## src/rtl/core/rwbc_pkg.sv

```systemverilog
// Shared constants, types and fixed-point helpers for the balance controller.
package rwbc_pkg;

    localparam int FRAC_BITS = 16;
    localparam int DT_BITS   = 16;
    localparam int AXES      = 3;
    localparam int CORDIC_STEPS = 28;

    localparam logic [4:0] SH_FRAC  = 5'(FRAC_BITS);
    localparam logic [4:0] SH_DT    = 5'(DT_BITS);
    localparam logic [4:0] SH_Q30   = 5'(30 - FRAC_BITS);
    localparam int         WHL_SH   = FRAC_BITS - 8;

    localparam logic signed [65:0] PI_HALF_Q30    = 66'sd1686629713;
    localparam logic signed [65:0] PI_QUARTER_Q30 = 66'sd843314857;
    localparam logic signed [32:0] GYRO_SCALE_Q30 = 33'sd142977;
    localparam logic [16:0]        WEIGHT_ONE     = 17'd65536;
    localparam logic [15:0]        WHEEL_SLOW     = 16'd25600;

    localparam logic signed [31:0] TILT_OFF [AXES] = '{
        32'sd42949673, -32'sd53687091, -32'sd21474836
    };

    // configuration register indexes
    localparam logic [2:0] CFG_GAIN_ANGLE = 3'd0;
    localparam logic [2:0] CFG_GAIN_RATE  = 3'd1;
    localparam logic [2:0] CFG_GAIN_WHEEL = 3'd2;
    localparam logic [2:0] CFG_PRIOR_W    = 3'd3;
    localparam logic [2:0] CFG_SP_RATE    = 3'd4;
    localparam logic [2:0] CFG_SP_LIMIT   = 3'd5;

    // round half up, then arithmetic shift; s is never zero here
    function automatic logic signed [65:0] rnd(input logic signed [65:0] v,
                                               input logic [4:0] s);
        logic signed [65:0] half;
        half = 66'sd1 <<< (s - 5'd1);
        return (v + half) >>> s;
    endfunction

    function automatic logic signed [31:0] sat32(input logic signed [65:0] v);
        if (v > 66'sd2147483647)
            return 32'sh7fffffff;
        else if (v < -66'sd2147483648)
            return 32'sh80000000;
        else
            return v[31:0];
    endfunction

    function automatic logic [16:0] mag16(input logic signed [15:0] v);
        logic signed [16:0] e;
        e = 17'(v);
        return e[16] ? 17'(-e) : 17'(e);
    endfunction

    // arctangent of 2^-i in Q30
    function automatic logic [30:0] atan_step(input logic [4:0] i);
        case (i)
            5'd0:    return 31'd843314857;
            5'd1:    return 31'd497837829;
            5'd2:    return 31'd263043837;
            5'd3:    return 31'd133525159;
            5'd4:    return 31'd67021687;
            5'd5:    return 31'd33543516;
            5'd6:    return 31'd16775851;
            5'd7:    return 31'd8388437;
            5'd8:    return 31'd4194283;
            5'd9:    return 31'd2097149;
            5'd10:   return 31'd1048576;
            default: return 31'd1 << (5'd30 - i);
        endcase
    endfunction

endpackage

```

## src/rtl/core/rwbc_mul.sv

```systemverilog
// Shared signed multiplier with registered product.
module rwbc_mul
    import rwbc_pkg::*;
(
    input  logic               i_clk,
    input  logic signed [32:0] i_a,
    input  logic signed [32:0] i_b,
    output logic signed [65:0] o_p
);

    logic signed [65:0] r_p;

    always_ff @(posedge i_clk) begin
        r_p <= 66'(i_a) * 66'(i_b);
    end

    assign o_p = r_p;

endmodule

```

## config.mk

```make
export PLATFORM = sky130hd
export DESIGN_NAME = rwbc_mul
export DESIGN_NICKNAME = d
export VERILOG_FILES = /design/src/rtl/core/rwbc_pkg.sv /design/src/rtl/core/rwbc_mul.sv
export SDC_FILE = /design/constraint.sdc
export NUM_CORES = 2
export LEC_CHECK = 0
export BUFFER_PORTS_ARGS = -buffer_cell sky130_fd_sc_hd__buf_2
export CORE_MARGIN = 1.5
export CORE_UTILIZATION = 60
export DETAILED_ROUTE_END_ITERATION = 8
export GPL_TIMING_DRIVEN = 0
export PLACE_DENSITY_LB_ADDON = 0.25
export SLEW_MARGIN = 20
export SYNTH_ARGS = -nofsm -noshare
export SYNTH_HDL_FRONTEND = slang
export SYNTH_SLANG_ARGS = --single-unit
```

## constraint.sdc

```tcl
create_clock -name i_clk -period 10 [get_ports i_clk]
set_input_delay 1 -clock i_clk [delete_from_list [all_inputs] [get_ports i_clk]]
set_output_delay 1 -clock i_clk [all_outputs]
set_load 0.01 [all_outputs]
```

==> Yosys cells after proc, flatten, opt, wreduce, memory -nomap -nowiden <==
Cells that the tools add are included.
Widths: inputs -> output; s select.
{ "word_totals": {"register_bits": 66, "out_inout_bits": 66} }
{ "classes": {"multipliers": 1} }
{ "ops": {"columns": ["cell", "count"], "rows": [
  ["$mul 33x33->66", 1]
]} }

==> Logic depth before layout (Yosys ltp) <==
{ "depth": {"word_depth": 1, "depth_mapped": 27, "mapped_depth_nobuf": 26} }

==> Worst setup path after synthesis <==
Ideal clock, no wire load.
{ "synth_timing": {"path_type": "input to register", "startpoint": "input port i_a[32]", "endpoint": "register r_p[62], in the netlist o_p[62]", "setup_ps": 79, "arrival_time_ps": 8157, "t_required_ps": 9921, "slack_ps": 1764, "cell_stages": 23, "cell_sequence": "clkbuf_1 > nand2_1 > inv_1 > fa_1 > fa_1 > fa_1 > fa_1 > fa_1 > fa_1 > fa_1 > inv_1 > fa_1 > inv_1 > ha_1 > clkbuf_1 > and3_1 > nand3_1 > nand2b_1 > a2111oi_4 > a211oi_4 > a21o_2 > a21o_1 > a211oi_2"} }
{ "synth_between": {"elab_chain_len": 1} }
{ "synth_rtl": {"columns": ["element", "line_no", "rtl"], "rows": [
  ["from (decl)", "rwbc_mul.sv:6", "input logic signed [32:0] i_a,"],
  ["$mul 33x33->66", "rwbc_mul.sv:14", "r_p <= 66'(i_a) * 66'(i_b);"],
  ["to (signal assigned)", "rwbc_mul.sv:14", null],
  ["to (decl)", "rwbc_mul.sv:11", "logic signed [65:0] r_p;"]
]} }
Every way passes these cells.

==> Final worst setup path <==
{ "layout_timing": {"startpoint": "input port i_a[32]", "endpoint": "register r_p[58], in the netlist o_p[58]"} }
Same word-level chain as after synthesis.

==> impl_results.md <==
* Fin util at 63.8%
* Most instantiated library cell after synthesis: fa_1
* Final cell count without fillers at 5368
* Routed Antenna Nets at 0
* Slowest CP cell: fa_2
* Most common cell type on the critical path: fa_1
* Tmin final at 9.58 ns
* Mapped Cells at 4338
* Vias at 31400
* Starting Density at 60.7%
* Clock Pin Slew Worst Setup and Hold Paths at 0.08 ns
* Layout area overhead at 5.17%
* Worst Max-Slew Pin Slew at 1.26 ns
* Via density at 5.85
* Routability-driven placement congestion ratio at 1.05
* Setup Crit Path Kind: primary input to register
* MaxCap Viol Count at 0
* Initial antenna violation count at 20
* Post-synth top cells: fa_1, inv_1, and2_1
* Synth area leader: fa_1
* DR iter-0 viols at 2934
* Proportion of layout cells with a drive suffix above 1 at 4.48%
* Max Clock Freq at 0.104 GHz
* Synth Cell Area at 40700 sq um
* Hold Crit Class: primary input to register
* Ranking of synthesized cells by area: fa_1, inv_1, and2_1, ha_1, nand2_1
* Die Width at 264 um
* Vias in the first global route at 33300
* Distinct cells, synth at 80
* CP required at 10.30 ns
* Number of flops mapped to enable cells by yosys at 0
* CP endpoint kind: register
* RSZ-0062 raised after global routing: no
* Nets@finish at 5910
* First-pass GRT wire length at 219000 um
* Num ports at 133
* Hold Violations, Final at 0
* Synthesis-stage register bit count at 66
* HPWL Detailed at 128000 um
* Critical path cell sequence: buf_2 -> clkbuf_1 -> nand2_1 -> inv_1 -> fa_1 -> fa_1 -> fa_2 -> fa_2 -> fa_1 -> fa_1 -> fa_1 -> inv_1 -> fa_1 -> inv_1 -> ha_1 -> clkbuf_1 -> and3_1 -> nand3_1 -> nand2b_1 -> a2111oi_4 -> a211oi_4 -> a21oi_2 -> nor4b_2 -> a311oi_1
* Die Ht at 264 um
* Max-slew violation count at 0
* Outcome: complete, no violations
* Row Count at 95
* WP data arrival at 9.88 ns
* Sequential fraction of the synthesis area at 3.24%
* Crit path max-delay family: adder cells
* Final period util at 95.8%
* Bufs on Longest Clock Path at 2
* Top_reg_cell synth: dfxtp_1
* Final worst slack at 0.418 ns
* Startpoint types: primary input
* Setup Buffers After CTS at 0
* Cell count after placement at 5343
* Buffers plus inverters on the worst setup path at 6
* Port Buffer Count at 132
* Total GRT Usage at 45.0%
* DRC viols at 0
* Cts bufs inserted at 9
* Synthesized net count at 5767
* Core Box Area at 67200 sq um
* Async SR Flop Fraction at 0%
* Mean post-synth cell area at 9.39 sq um
* Drt wl/cell at 27.9 um
* Largest register FFs at 66
* Setup tns final at 0 ns
* First-pass DRT Iterations at 6
* Resized Gates After CTS at 0
* CTS Sinks at 66
* CTS tree: built
* Die area at 69500 sq um
* WL final at 150000 um
* CTS root buf: clkbuf_16
* Htree depth at 3
* Area share of the largest cell type after synthesis at 56.3%
* Hold_buf cts at 0
* Pin count of the biggest net entering global routing at 27
* Gr ovfl total at 0
* Pre-CTS WS at 0.0868 ns
* Syn. warnings at 0
* Worst Path Max Fanout at 17
* CP peak stage delay at 0.99 ns
* Relative slew slack at 16.1%
* Setup-failing EPs final at 0
## path summary, 6_finish.rpt
kind                 from         endpoint  slack (ns)  cells after the start
setup / recovery  i_a[32]  o_p[58]$_DFF_P_        0.42                     24
hold / removal     i_a[0]   o_p[0]$_DFF_P_        1.09                      2
## stage by stage
stage	area, sq um	hold slack (ns)
global route	42800	1.06
floorplan	40700	1.13
CTS	42800	1.06
detailed placement	42500	1.39
global placement	42500	1.39
finish	42800	1.09
## layout make-up
| cell class | count | area (sq um) |
|---|---|---|
| repair buffers | 132 | 661 |
| clock buffers | 9 | 225 |
| clock inverters | 6 | 92.6 |
| plain buffers | 221 | 855 |
| well taps | 873 | 1090 |
| inverters | 1131 | 4250 |
| flip-flops and latches | 66 | 1320 |
| fillers | 5787 | 24300 |
| diodes | 10 | 25.0 |
| multi-input cells | 2920 | 34300 |
## cells in the final DEF (no fill, tap or decap), types with 8 or more instances in the layout
master        n
clkbuf_16     9
nand2b_1     12
xnor2_1      43
inv_1      1131
nand4_1      11
and2_1      562
ha_1        217
buf_2       143
dfxtp_1      66
a21o_1       36
fa_1       1143
o21ai_0      25
o21bai_1     11
a31oi_1       8
diode_2      10
nand3_1      25
clkbuf_1    205
a21oi_1      57
nand2_1     551
nor2_1       68
xor2_1       25
## metal layers
| metal | share of wire, % | GRT usage [%] | vias to the layer above | routed length (um) |
|---|---|---|---|---|
| li1 | - | - | 12600 | - |
| met1 | 33 | 53.6 | 16200 | 49800 |
| met2 | 46 | 69.7 | 1923 | 68200 |
| met3 | 10 | 9.28 | 626 | 15100 |
| met4 | 11 | 39.4 | 4 | 16400 |
| met5 | 0.014 | 0 | - | 21 |
## logic make-up (layout without fill, tap and decap cells)
family	Yosys count	count (layout)	synth area share, %
xor+xnor	68	68	1.46
flops	66	66	3.24
other cells	0	10	0
fa+ha+maj	1362	1362	62.9
compound gates	219	219	4.07
simple gates	1271	1271	15.8
buf+inv	1352	1499	12.5
Power is left out: the tool's default activity adds up to more than one toggle a clock period on the data nets, which glitch-free logic cannot reach.
