`src/rtl/core/rwbc_pkg.sv`:
```
// Shared constants, types and fixed-point helpers for the balance controller.
package rwbc_pkg;

    localparam int FRAC_BITS = 16;
    localparam int DT_BITS   = 16;
    localparam int AXES      = 3;
    localparam int CORDIC_STEPS = 28;

    localparam logic [4:0] SH_FRAC  = 5'(FRAC_BITS);
    localparam logic [4:0] SH_DT    = 5'(DT_BITS);
    localparam logic [4:0] SH_Q30   = 5'(30 - FRAC_BITS);
    localparam int         WHL_SH   = FRAC_BITS - 8;

    localparam logic signed [65:0] PI_HALF_Q30    = 66'sd1686629713;
    localparam logic signed [65:0] PI_QUARTER_Q30 = 66'sd843314857;
    localparam logic signed [32:0] GYRO_SCALE_Q30 = 33'sd142977;
    localparam logic [16:0]        WEIGHT_ONE     = 17'd65536;
    localparam logic [15:0]        WHEEL_SLOW     = 16'd25600;

    localparam logic signed [31:0] TILT_OFF [AXES] = '{
        32'sd42949673, -32'sd53687091, -32'sd21474836
    };

    // configuration register indexes
    localparam logic [2:0] CFG_GAIN_ANGLE = 3'd0;
    localparam logic [2:0] CFG_GAIN_RATE  = 3'd1;
    localparam logic [2:0] CFG_GAIN_WHEEL = 3'd2;
    localparam logic [2:0] CFG_PRIOR_W    = 3'd3;
    localparam logic [2:0] CFG_SP_RATE    = 3'd4;
    localparam logic [2:0] CFG_SP_LIMIT   = 3'd5;

    // round half up, then arithmetic shift; s is never zero here
    function automatic logic signed [65:0] rnd(input logic signed [65:0] v,
                                               input logic [4:0] s);
        logic signed [65:0] half;
        half = 66'sd1 <<< (s - 5'd1);
        return (v + half) >>> s;
    endfunction

    function automatic logic signed [31:0] sat32(input logic signed [65:0] v);
        if (v > 66'sd2147483647)
            return 32'sh7fffffff;
        else if (v < -66'sd2147483648)
            return 32'sh80000000;
        else
            return v[31:0];
    endfunction

    function automatic logic [16:0] mag16(input logic signed [15:0] v);
        logic signed [16:0] e;
        e = 17'(v);
        return e[16] ? 17'(-e) : 17'(e);
    endfunction

    // arctangent of 2^-i in Q30
    function automatic logic [30:0] atan_step(input logic [4:0] i);
        case (i)
            5'd0:    return 31'd843314857;
            5'd1:    return 31'd497837829;
            5'd2:    return 31'd263043837;
            5'd3:    return 31'd133525159;
            5'd4:    return 31'd67021687;
            5'd5:    return 31'd33543516;
            5'd6:    return 31'd16775851;
            5'd7:    return 31'd8388437;
            5'd8:    return 31'd4194283;
            5'd9:    return 31'd2097149;
            5'd10:   return 31'd1048576;
            default: return 31'd1 << (5'd30 - i);
        endcase
    endfunction

endpackage

```
`src/rtl/core/rwbc_atan.sv`:
```
// Iterative vectoring CORDIC: atan(n/d) in Q30 for non-negative n, d.
module rwbc_atan
    import rwbc_pkg::*;
(
    input  logic        i_clk,
    input  logic        i_rst_n,
    input  logic        i_start,
    input  logic [16:0] i_num,
    input  logic [16:0] i_den,
    output logic        o_done,
    output logic [30:0] o_angle
);

    typedef enum logic {S_IDLE, S_RUN} t_state;

    t_state             r_state;
    logic               r_done;
    logic [4:0]         r_i;
    logic signed [33:0] r_x, r_y;
    logic signed [32:0] r_z;

    logic signed [33:0] dx, dy, n_x, n_y;
    logic signed [32:0] a, n_z, z_cl;

    always_comb begin
        dx = r_y >>> r_i;
        dy = r_x >>> r_i;
        a  = 33'(atan_step(r_i));
        if (!r_y[33]) begin
            n_x = r_x + dx;
            n_y = r_y - dy;
            n_z = r_z + a;
        end else begin
            n_x = r_x - dx;
            n_y = r_y + dy;
            n_z = r_z - a;
        end
        if (n_z < 0)
            z_cl = '0;
        else if (66'(n_z) > PI_HALF_Q30)
            z_cl = PI_HALF_Q30[32:0];
        else
            z_cl = n_z;
    end

    always_ff @(posedge i_clk) begin
        if (!i_rst_n) begin
            r_state <= S_IDLE;
            r_done  <= 1'b0;
            r_i     <= '0;
        end else begin
            unique case (r_state)
                S_IDLE: begin
                    if (i_start) begin
                        r_i <= '0;
                        r_x <= 34'(i_den) <<< 14;
                        r_y <= 34'(i_num) <<< 14;
                        if (i_num == '0) begin
                            r_z    <= '0;
                            r_done <= 1'b1;
                        end else if (i_den == '0) begin
                            r_z    <= PI_HALF_Q30[32:0];
                            r_done <= 1'b1;
                        end else begin
                            r_z     <= '0;
                            r_done  <= 1'b0;
                            r_state <= S_RUN;
                        end
                    end
                end
                S_RUN: begin
                    r_x <= n_x;
                    r_y <= n_y;
                    r_i <= r_i + 5'd1;
                    if (r_i == 5'(CORDIC_STEPS - 1)) begin
                        r_z     <= z_cl;
                        r_done  <= 1'b1;
                        r_state <= S_IDLE;
                    end else begin
                        r_z <= n_z;
                    end
                end
                default: r_state <= S_IDLE;
            endcase
        end
    end

    assign o_done  = r_done;
    assign o_angle = r_z[30:0];

endmodule

```
`config.mk`:
```
export PLATFORM = sky130hd
export DESIGN_NAME = rwbc_atan
export DESIGN_NICKNAME = d
export VERILOG_FILES = /design/src/rtl/core/rwbc_pkg.sv /design/src/rtl/core/rwbc_atan.sv
export SDC_FILE = /design/constraint.sdc
export NUM_CORES = 1
export LEC_CHECK = 0
export BUFFER_PORTS_ARGS = -buffer_cell sky130_fd_sc_hd__buf_2
export CORE_MARGIN = 2
export CORE_UTILIZATION = 40
export CTS_CLUSTER_DIAMETER = 50
export DETAILED_ROUTE_END_ITERATION = 16
export GPL_ROUTABILITY_DRIVEN = 1
export PLACE_DENSITY = 0.63
export SYNTH_ARGS = -nofsm -noshare
export SYNTH_HDL_FRONTEND = slang
export SYNTH_SLANG_ARGS = --single-unit
```
`constraint.sdc`:
```
create_clock -name i_clk -period 11.1 [get_ports i_clk]
set_input_delay 2.22 -clock i_clk [delete_from_list [all_inputs] [get_ports i_clk]]
set_output_delay 2.22 -clock i_clk [all_outputs]
set_load 0.02 [all_outputs]
```
# Word-level counts from Yosys, hierarchy flattened
# Cells that the tools add are included.
[op_classes] n_shift=3 order_cmp=2 n_eq_ne=13 n_addsub=8 mux=27 bitwise=1 n_reduce_logical=5
[op_table] op="$pmux 31 s11" count=1
[op_table] op="$mux 33" count=5
[op_table] op="$mux 34" count=4
[op_table] op="$pmux 34 s2" count=2
[op_table] op="$add 34x34->34" count=2
[op_table] op="$sshr 34x5->34" count=2
[op_table] op="$sub 34x34->34" count=2
[op_table] op="$pmux 33 s2" count=1
[op_table] op="$mux 31" count=2
[op_table] op="$logic_not 17->1" count=2
[op_table] op="$add 33x32->33" count=1
[op_table] op="$gt 33x32->1 const B" count=1
[op_table] op="$lt 33x1->1 const B" count=1
[op_table] op="$sub 33x32->33" count=1
[op_table] op="$shl 1x5->31 const A" count=1
[op_table] op="$eq 5x3->1 const B" count=4
[op_table] op="$eq 5x4->1 const B" count=3
[op_table] op="$eq 5x2->1 const B" count=2
[op_table] op="$pmux 5 s2" count=1
[op_table] op="$mux 1" count=8
[op_table] op="$add 5x1->5 const B" count=1
[op_table] op="$eq 5x1->1 const B" count=1
[op_table] op="$eq 5x5->1 const B" count=1
[op_table] op="$logic_not 5->1" count=1
[op_table] op="other kinds (7)" count=9
[totals] out_inout_bits=32 input_bits=37 regBits=108 word_cells=65

# Logic depth before layout (Yosys ltp)
[depth] ltp_word=10 depth_mapped=33 depth_no_buf=24

# Worst setup path before layout
# Ideal clock, no wire load.
[synth_path] kind="input port to flip-flop" startpoint="input i_rst_n" endpoint="register r_x[0] (enable)" t_required_ps=10538 path_stages=2 arrival_ps=6532 slack_ps=4006 setup_ps=562 path_cell_list="inv_1 nor2_1"
[synth_between] elab_chain_cells=1
[synth_rtl] item="from (decl)" line_no="rwbc_atan.sv:6" rtl="input logic i_rst_n,"
[synth_rtl] item="$reduce_and 2->1 (no line)"
[synth_rtl] item="to (signal assigned)" line_no="rwbc_atan.sv:56" rtl="r_x <= 34'(i_den) <<< 14;"
[synth_rtl] item="to (signal assigned)" line_no="rwbc_atan.sv:72" rtl="r_x <= n_x;"
[synth_rtl] item="to (decl)" line_no="rwbc_atan.sv:19" rtl="logic signed [33:0] r_x, r_y;"
# No other way between the ends.
# A chain may end at the register's enable or synchronous reset.

# Worst setup path after layout
[layout_path] startpoint="register r_i[1]" endpoint="register r_z[15] (data pin)"
[layout_between] elab_chain_cells=10 elab_cells_between_ends=24 classes_between="add/sub: 3; order compare: 2; eq/ne: 11; shift: 1; mux: 6; reduce/logical: 1"
[layout_rtl] item="from (decl)" line_no="rwbc_atan.sv:18" rtl="logic [4:0] r_i;"
[layout_rtl] item="from (signal assigned)" line_no="rwbc_atan.sv:74" rtl="r_i <= r_i + 5'd1;"
[layout_rtl] item="$sub 5x5->5" line_no="rwbc_pkg.sv:69" rtl="default: return 31'd1 << (5'd30 - i);"
[layout_rtl] item="$shl 1x5->31" line_no="rwbc_pkg.sv:69"
[layout_rtl] item="$pmux 31 s11" line_no="rwbc_pkg.sv:57" rtl="case (i)"
[layout_rtl] item="$add 33x32->33 / $sub 33x32->33 (equally long branches)" line_no="rwbc_atan.sv:32, rwbc_atan.sv:36"
[layout_rtl] item="$mux 33" line_no="rwbc_atan.sv:29" rtl="if (!r_y[33]) begin"
[layout_rtl] item="$gt 33x32->1" line_no="rwbc_atan.sv:40" rtl="else if (66'(n_z) > PI_HALF_Q30)"
[layout_rtl] item="$mux 33" line_no="rwbc_atan.sv:40"
[layout_rtl] item="$mux 33" line_no="rwbc_atan.sv:38" rtl="if (n_z < 0)"
[layout_rtl] item="$mux 33 *" line_no="rwbc_atan.sv:75" rtl="if (r_i == 5'(CORDIC_STEPS - 1)) begin"
[layout_rtl] item="$pmux 33 s2 *" line_no="rwbc_atan.sv:52" rtl="unique case (r_state)"
[layout_rtl] item="to (signal assigned)" line_no="rwbc_atan.sv:62" rtl="r_z <= PI_HALF_Q30[32:0];"
[layout_rtl] item="to (signal assigned)" line_no="rwbc_atan.sv:76" rtl="r_z <= z_cl;"
[layout_rtl] item="to (signal assigned)" line_no="rwbc_atan.sv:80" rtl="r_z <= n_z;"
[layout_rtl] item="to (decl)" line_no="rwbc_atan.sv:20" rtl="logic signed [32:0] r_z;"
# Mark *: on every way between the ends. The rest lies on a longest branch, timed or not.

==> results.md <==
- Status: finished, final reports clean
- Post-CTS resize count: 0
- Die X: 212.4 microns
- DRC Markers: 0
- CTS tree: built
- Most frequent cells in the layout: a21oi_1 (204), nor2_1 (173), nand2_1 (119), o21ai_0 (109), ha_1 (106)
- FMAX: 0.1190 GHz
- Core area: 42980 sq um
- Largest net degree at the start of global routing: 69
- Number of synthesized flops with an enable pin: 101
- WHS: 573.8 ps
- Worst slew pin tran: 1115 ps
- Ys flop type: edfxtp_1
- CTS H-tree depth: 3
- Worst hold stages: 2
- Ys async rst share: 0
- Total GRT Usage: 0.2421
- Final setup vio count: 0
- WL final: 54480 microns
- Ys Warns: 0
- Syn Nets: 2119
- Commonest non-fill, non-tap cell in the layout: a21oi_1
- Die Ht: 212.4 microns
- Leak Pwr: 6.878 nW
- Slew Viols, Final: 0
- Register bit count reported by yosys: 108
- First-pass GRT wire length: 85440 microns
- CP endpoint kind: register
- Clk buf depth: 2
- RSZ-0062 raised after global routing: false
- Gpl congestion: 0.9526
- Nets: 2066
- # diodes: 0
- Area of the mapped netlist: 17370 sq um
- Via count: 15920
- Initial Utilization: 0.4042
- Synth Area per Inst: 8.805 sq um
- Min Tclk post-route: 8405 ps
- Routed len/inst: 21.71 microns
- Post-CTS Setup Inserts: 0
- FF+latch area: 3183 sq um
- Antenna Violating Nets Remaining: 0
- Total CTS buffers: 9
- Final Hold Viols: 0
- Initial antenna violation count: 0
- DRT iter0 DRCs: 1833
- CTS Sinks: 108
- Multi-input gate area: 13080 sq um
- Vias in the first global route: 15430
- Skew final: 18.46 ps
- P per Cell Area: 153.1 nW/um^2
- Hold Crit Class: register to register
- Worst endpoint required time: 11340 ps
- CP Class: register to register
- VDD IR max: 0.1266 mV
- Max-cap violations: 0
- Arrival time worst endpoint: 8640 ps
- Total gr overflow: 0
- Die footprint: 45120 sq um
- Clock-pin slew on the worst setup and hold paths: 80 ps
- Crit Path Max Fanout: 34
- CTS Hold Buffers Added: 0
- Startpoint class of the critical path: register
- DP Wirelength: 41070 microns
- Sequential area share after synthesis: 0.1826
- R2r worst-path depth: 23
- Final period util: 0.7572
- Synth-to-Final Area Change: 3.666%
- Synth cell types: 101
- Slew margin rel.: 0.2375
- Num rows: 76
- Setup TNS: 0 ps
- Mapped Cells: 1973
- DR vias/cell: 6.341
- PortBufs: 68
- Drt pass-1 iters: 6
- I/O pin total: 69
- CTS root buf: clkbuf_16
- Layout cell share with drive strength beyond 1: 0.1486
- Fillers: 4342
- Clock latency on the worst-skew pair: 410 ps
cell usage after synthesis (all sizes together), types with 7 or more instances:
cell	instances	area, sq um
a21o	49	367.9
o31ai	13	97.59
a221oi	7	61.31
o21a	27	202.7
and2	30	188.9
nand4	18	118.9
nor3	41	205.2
a2111oi	9	85.08
a31oi	38	237.7
a21oi	205	1030
mux2	59	664.4
o211ai	25	187.7
nand2b	22	137.6
a211o	8	70.07
dfxtp	7	140.1
o21ai	111	555.5
buf	90	706.9
or2	13	81.33
a41oi	11	103.9
inv	51	191.4
edfxtp	101	3033
nand3	17	90.09
a31o	7	61.31
nor2	174	653.1
and4	11	96.34
or3	13	81.33
and3	19	118.9
o22ai	10	62.56
ha	106	1326
a21boi	17	127.6
nand2	119	446.7
mux4	95	2227
clkbuf	61	229.0
o21bai	16	120.1
o311ai	8	70.07
xor2	79	691.9
a22oi	8	60.06
nor3b	8	76.32
xnor2	88	770.7
a211oi	27	202.7
nor2b	21	131.4
mux2i	36	364.1
nor4	22	150.1
cells by family after synthesis:
family	count (synthesis)	share of synthesized area
fa+ha+maj	109	0.07980
mux	190	0.1874
flops	108	0.1826
xor+xnor	167	0.08419
buf+inv	203	0.06539
simple gates	549	0.1595
compound gates	647	0.2411
path summary, 6_finish.rpt:
kind                                           from             endpoint  slack (ps)
worst min-delay path            o_done$_SDFFE_PN0P_  o_done$_SDFFE_PN0P_         570
worst max-delay path            r_i[1]$_SDFFE_PN0N_    r_z[15]$_DFFE_PP_        2690
worst max register to register  r_i[1]$_SDFFE_PN0N_    r_z[15]$_DFFE_PP_        2690
worst min register to register  o_done$_SDFFE_PN0P_  o_done$_SDFFE_PN0P_         570
area by class of cell:
type,count,share of cell area
Multi-Input combinational cell,1662,0.7264
Sequential cell,108,0.1767
Tap cell,585,0.04064
Timing Repair Buffer,88,0.02723
Clock buffer,12,0.01667
Inverter,51,0.01063
Clock inverter,4,0.001667
where the power goes:
group          leakage (nW)  internal, mW  switching (mW)
sequential             1.04         0.528          0.0827
combinational          5.67         0.765            1.01
clock                 0.165         0.195           0.180
critical path: stages, from the launching register on:
cell and delay [ps]:
dfxtp_2 800, inv_1 470, ha_1 630, or2_2 430, a22oi_1 250, o21ai_0 210, a311oi_1 470, ha_1 290
nand4_1 130, and3b_1 420, a21oi_1 120, xor2_1 190, ha_1 390, a21oi_1 200, o21ai_0 120, a21o_1 160
a31oi_1 340, o21bai_1 150, xnor2_1 170, or4b_1 530, o311ai_0 550, a2111oi_0 190, or4b_1 780, o211ai_1 220
per-layer routing:
layer / part of all wire / track usage / vias up / wire length (microns)
met2: 0.48 / 0.4038 / 632 / 25940
li1: - / - / 7458 / -
met3: 0.063 / 0.04047 / 121 / 3418
met4: 0.046 / 0.1121 / 0 / 2520
met5: 0 / 0 / - / 0
met1: 0.41 / 0.3059 / 7705 / 22600
metrics by stage:
stage	cell area (sq um)	setup WS, ps	power (mW)	instances	utilization
floorplan	17370	4006	1.986	1973	-
global placement	17680	2996	2.335	2494	0.4113
detailed placement	17680	2734	2.358	2494	0.4113
CTS	18010	2682	2.751	2510	0.4190
global route	18010	1895	2.986	2510	0.4190
finish	18010	2695	2.757	2510	0.4190
sequential cells by signal, indices dropped and copies added, names as in the netlist:
name     flops
r_i          5
r_y         34
o_done       1
r_state      1
r_x         34
r_z         33
(Power assumes the default switching activity.)
